**src/hdl/mhpq_pkg.sv**
```systemverilog
package mhpq_pkg;

  localparam int CAPACITY = 1024;
  localparam int ADDR_W   = $clog2(CAPACITY);
  localparam int CNT_W    = $clog2(CAPACITY + 1);
  localparam int CHILD_W  = ADDR_W + 2;
  localparam int PRIO_W   = 32;
  localparam int ITEM_W   = 32;

  typedef enum logic {
    CMD_INSERT = 1'b0,
    CMD_REMOVE = 1'b1
  } cmd_e;

  typedef enum logic [1:0] {
    STATUS_OK    = 2'd0,
    STATUS_EMPTY = 2'd1,
    STATUS_FULL  = 2'd2
  } status_e;

  typedef enum logic [3:0] {
    S_IDLE,
    S_INS_RD,
    S_INS_CMP,
    S_INS_WR,
    S_REM_RD,
    S_REM_LD,
    S_DN_RD,
    S_DN_CMP,
    S_DN_WR,
    S_TOP_RD,
    S_TOP_LD,
    S_DONE
  } state_e;

  typedef struct packed {
    cmd_e                     cmd;
    logic signed [PRIO_W-1:0] priority_req;
    logic [ITEM_W-1:0]        item_tag;
  } mhpq_req_t;

  typedef struct packed {
    status_e                  status;
    logic [ITEM_W-1:0]        removed_item;
    logic signed [PRIO_W-1:0] removed_priority;
    logic                     top_valid;
    logic [ITEM_W-1:0]        top_item;
    logic signed [PRIO_W-1:0] top_priority;
    logic [CNT_W-1:0]         entry_count;
  } mhpq_rsp_t;

  typedef struct packed {
    logic signed [PRIO_W-1:0] prio;
    logic [ITEM_W-1:0]        item;
  } entry_t;

  typedef struct packed {
    logic              we;
    logic [ADDR_W-1:0] waddr;
    entry_t            wdata;
    logic [ADDR_W-1:0] raddr_a;
    logic [ADDR_W-1:0] raddr_b;
  } mem_req_t;

endpackage

```
**src/hdl/mhpq_core.sv**
```systemverilog
module mhpq_core (
  input  logic                clk_i,
  input  logic                rst_ni,
  input  logic                in_valid_i,
  output logic                in_stall_o,
  input  mhpq_pkg::mhpq_req_t req_i,
  output mhpq_pkg::mem_req_t  mem_o,
  input  mhpq_pkg::entry_t    rd_a_i,
  input  mhpq_pkg::entry_t    rd_b_i,
  output logic                res_valid_o,
  input  logic                res_ready_i,
  output mhpq_pkg::mhpq_rsp_t res_o
);

  import mhpq_pkg::*;

  state_e            state_q, state_d;
  logic [CNT_W-1:0]  size_q, size_d;
  logic [ADDR_W-1:0] pos_q, pos_d;
  entry_t            ent_q, ent_d;
  entry_t            rem_q, rem_d;
  status_e           status_q, status_d;
  mhpq_rsp_t         res_q, res_d;

  logic [ADDR_W-1:0]  par;
  logic [ADDR_W-1:0]  last_addr;
  logic [CHILD_W-1:0] lchild;
  logic [CHILD_W-1:0] rchild;
  logic [CHILD_W-1:0] size_ext;
  logic               l_in;
  logic               r_in;
  logic               pick_r;
  entry_t             small_ent;
  logic [ADDR_W-1:0]  small_idx;
  logic               full;
  logic               accept;

  // implicit tree: parent (p-1)/2, children 2p+1 and 2p+2
  assign par       = (pos_q - ADDR_W'(1)) >> 1;
  assign last_addr = ADDR_W'(size_q - CNT_W'(1));
  assign lchild    = {1'b0, pos_q, 1'b1};
  assign rchild    = lchild + CHILD_W'(1);
  assign size_ext  = CHILD_W'(size_q);
  assign l_in      = lchild < size_ext;
  assign r_in      = rchild < size_ext;
  // equal children: right one wins
  assign pick_r    = r_in && !(rd_a_i.prio < rd_b_i.prio);
  assign small_ent = pick_r ? rd_b_i : rd_a_i;
  assign small_idx = pick_r ? rchild[ADDR_W-1:0] : lchild[ADDR_W-1:0];
  assign full      = size_q == CNT_W'(CAPACITY);
  assign accept    = in_valid_i && (state_q == S_IDLE);

  // next state
  always_comb begin
    state_d = state_q;
    case (state_q)
      S_IDLE: begin
        if (in_valid_i) begin
          if (req_i.cmd == CMD_INSERT) begin
            if (full) begin
              state_d = S_TOP_RD;
            end else if (size_q == '0) begin
              state_d = S_INS_WR;
            end else begin
              state_d = S_INS_RD;
            end
          end else begin
            state_d = (size_q == '0) ? S_TOP_RD : S_REM_RD;
          end
        end
      end
      S_INS_RD:  state_d = S_INS_CMP;
      S_INS_CMP: begin
        if (ent_q.prio < rd_a_i.prio) begin
          state_d = (par == '0) ? S_INS_WR : S_INS_RD;
        end else begin
          state_d = S_INS_WR;
        end
      end
      S_INS_WR:  state_d = S_TOP_RD;
      S_REM_RD:  state_d = S_REM_LD;
      S_REM_LD:  state_d = (size_q == CNT_W'(1)) ? S_TOP_RD : S_DN_RD;
      S_DN_RD:   state_d = l_in ? S_DN_CMP : S_DN_WR;
      S_DN_CMP:  state_d = (small_ent.prio < ent_q.prio) ? S_DN_RD : S_DN_WR;
      S_DN_WR:   state_d = S_TOP_RD;
      S_TOP_RD:  state_d = S_TOP_LD;
      S_TOP_LD:  state_d = S_DONE;
      S_DONE:    state_d = res_ready_i ? S_IDLE : S_DONE;
      default:   state_d = S_IDLE;
    endcase
  end

  // datapath and memory control
  always_comb begin
    size_d        = size_q;
    pos_d         = pos_q;
    ent_d         = ent_q;
    rem_d         = rem_q;
    status_d      = status_q;
    res_d         = res_q;
    mem_o.we      = 1'b0;
    mem_o.waddr   = pos_q;
    mem_o.wdata   = ent_q;
    mem_o.raddr_a = '0;
    mem_o.raddr_b = last_addr;
    res_valid_o   = 1'b0;
    case (state_q)
      S_IDLE: begin
        if (accept) begin
          status_d   = STATUS_OK;
          rem_d      = '0;
          ent_d.prio = req_i.priority_req;
          ent_d.item = req_i.item_tag;
          if (req_i.cmd == CMD_INSERT) begin
            if (full) begin
              status_d = STATUS_FULL;
            end else begin
              pos_d  = size_q[ADDR_W-1:0];
              size_d = size_q + CNT_W'(1);
            end
          end else if (size_q == '0) begin
            status_d = STATUS_EMPTY;
          end
        end
      end
      S_INS_RD: begin
        mem_o.raddr_a = par;
      end
      S_INS_CMP: begin
        // parent moves down into the hole
        if (ent_q.prio < rd_a_i.prio) begin
          mem_o.we    = 1'b1;
          mem_o.wdata = rd_a_i;
          pos_d       = par;
        end
      end
      S_INS_WR, S_DN_WR: begin
        mem_o.we = 1'b1;
      end
      S_REM_RD: begin
        mem_o.raddr_a = '0;
        mem_o.raddr_b = last_addr;
      end
      S_REM_LD: begin
        rem_d  = rd_a_i;
        ent_d  = rd_b_i;
        size_d = size_q - CNT_W'(1);
        pos_d  = '0;
      end
      S_DN_RD: begin
        mem_o.raddr_a = lchild[ADDR_W-1:0];
        mem_o.raddr_b = rchild[ADDR_W-1:0];
      end
      S_DN_CMP: begin
        // smaller child moves up into the hole
        if (small_ent.prio < ent_q.prio) begin
          mem_o.we    = 1'b1;
          mem_o.wdata = small_ent;
          pos_d       = small_idx;
        end
      end
      S_TOP_RD: begin
        mem_o.raddr_a = '0;
      end
      S_TOP_LD: begin
        res_d.status           = status_q;
        res_d.removed_item     = rem_q.item;
        res_d.removed_priority = rem_q.prio;
        res_d.top_valid        = size_q != '0;
        res_d.top_item         = (size_q != '0) ? rd_a_i.item : '0;
        res_d.top_priority     = (size_q != '0) ? rd_a_i.prio : '0;
        res_d.entry_count      = size_q;
      end
      S_DONE: begin
        res_valid_o = 1'b1;
      end
      default: begin
        res_valid_o = 1'b0;
      end
    endcase
  end

  always_ff @(posedge clk_i or negedge rst_ni) begin
    if (!rst_ni) begin
      state_q <= S_IDLE;
      size_q  <= '0;
    end else begin
      state_q <= state_d;
      size_q  <= size_d;
    end
  end

  always_ff @(posedge clk_i) begin
    pos_q    <= pos_d;
    ent_q    <= ent_d;
    rem_q    <= rem_d;
    status_q <= status_d;
    res_q    <= res_d;
  end

  assign in_stall_o = state_q != S_IDLE;
  assign res_o      = res_q;

  a_size_bound: assert property (@(posedge clk_i) disable iff (!rst_ni)
    size_q <= CNT_W'(CAPACITY))
    else $error("entry count above capacity");

  a_size_hold: assert property (@(posedge clk_i) disable iff (!rst_ni)
    (state_q != S_IDLE && state_q != S_REM_LD) |=> $stable(size_q))
    else $error("entry count changed during a sift");

  a_rem_dec: assert property (@(posedge clk_i) disable iff (!rst_ni)
    (state_q == S_REM_LD) |=> (size_q == $past(size_q) - CNT_W'(1)))
    else $error("remove did not drop the count by one");

  a_we_state: assert property (@(posedge clk_i) disable iff (!rst_ni)
    mem_o.we |-> (state_q == S_INS_CMP || state_q == S_INS_WR ||
                  state_q == S_DN_CMP || state_q == S_DN_WR))
    else $error("memory write outside a sift step");

  a_child_in: assert property (@(posedge clk_i) disable iff (!rst_ni)
    (state_q == S_DN_CMP) |-> l_in)
    else $error("sift-down compare without a left child");

  a_done_idle: assert property (@(posedge clk_i) disable iff (!rst_ni)
    (res_valid_o && res_ready_i) |=> (state_q == S_IDLE))
    else $error("sequencer did not return to idle after handing over a result");

endmodule

```
**config.mk**
```make
export PLATFORM = sky130hd
export DESIGN_NAME = mhpq_core
export DESIGN_NICKNAME = d
export VERILOG_FILES = /design/src/hdl/mhpq_pkg.sv /design/src/hdl/mhpq_core.sv
export SDC_FILE = /design/constraint.sdc
export NUM_CORES = 1
export LEC_CHECK = 0
export CAP_MARGIN = 20
export CORE_UTILIZATION = 50
export DETAILED_ROUTE_END_ITERATION = 10
export DONT_BUFFER_PORTS = 1
export HOLD_SLACK_MARGIN = 0.06
export PLACE_DENSITY = 0.68
export RECOVER_POWER = 50
export SETUP_SLACK_MARGIN = 0.2
export SLEW_MARGIN = 0
export SYNTH_ARGS = -nofsm -noshare
export SYNTH_HDL_FRONTEND = slang
export SYNTH_SLANG_ARGS = --single-unit
```
**constraint.sdc**
```tcl
create_clock -name clk_i -period 10.1 [get_ports clk_i]
set_input_delay 1.01 -clock clk_i [delete_from_list [all_inputs] [get_ports clk_i]]
set_output_delay 1.01 -clock clk_i [all_outputs]
set_load 0.1 [all_outputs]
```
==> results.md <==
- Mean Syn Cell Area: roughly 10 um^2
- Initial antenna violation count: 1
- Worst Path Arrival: between 8000 and 9000 ps
- Row Count: 66
- CP Capture Type: output port
- R2R Path Start: pos_q[8]$_DFFE_PP_
- RSZ-0062 raised after global routing: false
- Max_cap viols: 6
- Net Count, Synth: between 1500 and 2000
- Max-slew violation total from the final report: 270
- Slew headroom: -208.5%
- Sequential area share after synthesis: a little over half
- Worst setup path endpoint: mem_o[40]
- Synth cell types: 66
- CTS root buffer: clkbuf_16
- Via Count: ~13000
- Final min period: roughly 9200 ps
- Clock Latency Late Sink: around 570 ps
- CP Depth: 24
- Gr ovfl total: 0
- Post-Syn Area: approximately 17000 um^2
- RD Place Congestion: approximately 0.95
- Crit Path Max Fanout: around 50
- Crit-path cells: clkbuf_1, nand2_1, nor2_1, xor2_1, ha_1, nand3_1, a31oi_1, o31a_1, nor2_1, o211ai_1, buf_4, o21ai_0, ha_1, a2111oi_0, o21ai_0, a31o_2, a21oi_1, nand3_1, mux2i_4, nor2_1, a211oi_4, buf_4, o221ai_2, buf_4
- Req. time, crit path: 9090 ps
- Routed Antenna Nets: 0
- Delay-heaviest family, CP: compound AO/OA/AOI/OAI gates
- Die area: 33920 um^2
- First-pass GRT wire length: ~74000 um
- Initial Util: around half
- CTS HTree Levels: 1
- Die height: ~180 um
- Resize count post-CTS: 0
- Post-detail-place hpwl: 36690 um
- Cell count after synthesis: approximately 1600
- Largest cells by area after synthesis: edfxtp_1 (51%), ha_1 (8.9%), nand2_1 (5.9%), nor2_1 (4.1%), inv_1 (3.4%)
- Proportion of layout cells with a drive suffix above 1: roughly 11%
- Total Routed Length: around 51000 um
- Crit path from: pos_q[8]$_DFFE_PP_
- Worst Path Buf+Inv: 4
- Main synth FF type: edfxtp_1
- R2R Path End: pos_q[3]$_DFFE_PP_
- Worst R2R Path Depth: 22
- Area Overhead vs Synth: 11.61%
- Drt pass-1 iters: 5
- Num ports: between 400 and 500
- DRC Markers: 0
- Cell taking the most area after synthesis: edfxtp_1
- Largest net degree at the start of global routing: about 110
- Tcrit/Tclk final: about nine tenths
- Tot GR Track Use: between 20% and 30%
- Setup Fix Bufs, Post-CTS: 0
- Clock Tree Buf Depth: 3
- Seq cells post-synth: about 300
- CTS tree: done
- Number of enable flip-flop cells after synthesis: 282
- WS Path Type: flop to output port
- Worst Hold Class: primary input to async pin
- Most common cell in the netlist: edfxtp_1
- Worst clock skew: between 15 and 20 ps
- Startpoint Class: flop
- Crit-path slowest cell: clkbuf_1
- Warning count from the yosys run: 0
- Final Hold Fails: 0
- Port bufs: 0
- Vias per cell: approximately 6.2
- Core ar.: ~33000 um^2
- Worst Max-Slew Pin Slew: 4628 ps
- Die W: between 150 and 200 um
- Crit path largest cell delay: ~1200 ps
- Final setup violation count: 0
- Number of hold buffers added after cts: 0
- Setup_tns: 0 ps
- Most frequent cells after synthesis: edfxtp_1 (282), nand2_1 (259), nor2_1 (181)
- Wire length per cell: around 25 um
- CTS buffer count: 30
- Violated checks: max-capacitance violations, max-slew violations
- Clock-pin slew on the worst setup and hold paths: 60 ps
- Nets: approximately 1900
- Ys async rst share: under 10%
- Max Fclk: roughly 0.11 GHz
- Synth top area share: about half
- Initial drt markers: 1084
- Outcome: finished with violations
- Worst R2R Setup Slack: 2120 ps
- Clock Sinks: around 300
- Vias in the first global route: between 10000 and 15000
-- layout make-up --
class | count | area [um^2]
sequential | 297 | 8843
clock inverter | 19 | 133.9
antenna | 1 | 2.502
tap | 442 | 553.0
fill | 2828 | 14100
multi-input combinational | 1067 | 7111
timing repair buffer | 68 | 513.0
inverter | 152 | 570.5
clock buffer | 35 | 790.8
-- placed cells by master (no fill, tap or decap), types with 4 or more instances in the layout --
cell and instances:
a22oi_1 6, o221ai_2 33, edfxtp_1 282, clkinv_2 5, o21a_1 10, clkbuf_1 8
o221ai_1 7, a221o_1 30, nor3_1 19, nor2b_1 5, nor2_1 177, nand3_1 18
ha_1 118, o211ai_1 5, inv_1 152, buf_4 62, o21ai_0 84, nand2_1 259
a31oi_1 7, dfrtp_1 15, clkinv_1 11, o2111ai_1 34, clkbuf_16 31, a21o_1 24
nand4_1 21, a21oi_1 45, xor2_1 10, nor4_1 5, o21ai_1 4, a2111oi_0 4
xnor2_1 31, and4_1 31, nand2b_1 8, o21ai_2 13
-- worst reg2reg max path: cells and delay by family (launching register included) --
family,cells,cell delay [ps]
AND/OR/NAND/NOR,6,880
buffers and inverters,2,1650
multiplexers,1,340
AO/OA/AOI/OAI,10,3620
XOR/XNOR,1,80
flip-flops,1,320
adder cells (fa/ha/maj),2,700
-- kinds of logic after synthesis --
group                      synth area share (%)
AOI/OAI and AO/OA                         14.62
muxes                                    0.2036
and+or+nand+nor                           14.88
xor gates and xnor gates                  2.164
buffers and inverters                     5.935
adders and majority gates                 8.898
DFF                                       53.30
-- per-layer routing --
metal / share of wire [%] / track usage (%) / routed length, um
met5: 0 / 0 / 0
met4: 4.4 / 12.07 / 2235
met3: 9.5 / 6.422 / 4821
met2: 46 / 46.82 / 23700
met1: 40 / 37.40 / 20250
-- how the worst min path moves through the flow --
| stage | start | to | slack, ps | cells after the start |
|---|---|---|---|---|
| 6_report | rst_ni | size_q[8]$_DFFE_PN0P_ | 150 | 0 |
| 5_1_grt | rst_ni | state_q[1]$_DFFE_PN0P_ | 120 | 0 |
| 4_1_cts | rst_ni | state_q[1]$_DFFE_PN0P_ | 120 | 0 |
| 3_5_place_dp | rem_q[1]$_SDFFCE_PN0P_ | res_o[109]$_DFFE_PP_ | 400 | 0 |
| 3_3_place_gp | rem_q[45]$_SDFFCE_PN0P_ | res_o[89]$_DFFE_PP_ | 400 | 0 |
| 2_1_floorplan | rem_q[56]$_SDFFCE_PN0P_ | res_o[100]$_DFFE_PP_ | 400 | 0 |
-- registers in the layout, indices dropped and copies added, names as in the netlist --
register  count
res_o       142
state_q       4
ent_q        64
pos_q        10
status_q      2
size_q       11
rem_q        64
-- per-stage QoR --
step | utilization, % | instance area, um^2 | hold WS [ps] | instances | worst slack, ps
floorplan | - | 16590 | 400.3 | 1613 | 1436
CTS | 56.88 | 18550 | 120.8 | 2080 | 1143
detailed placement | 54.04 | 17630 | 404.5 | 2026 | 1764
finish | 56.77 | 18520 | 145.7 | 2081 | 910.5
global route | 56.77 | 18520 | 119.6 | 2081 | 419.7
global placement | 53.94 | 17600 | 400.1 | 2024 | 1974
Power is not shown: default switching activity piles up to over one toggle a cycle in this logic, so the estimate is an artifact.
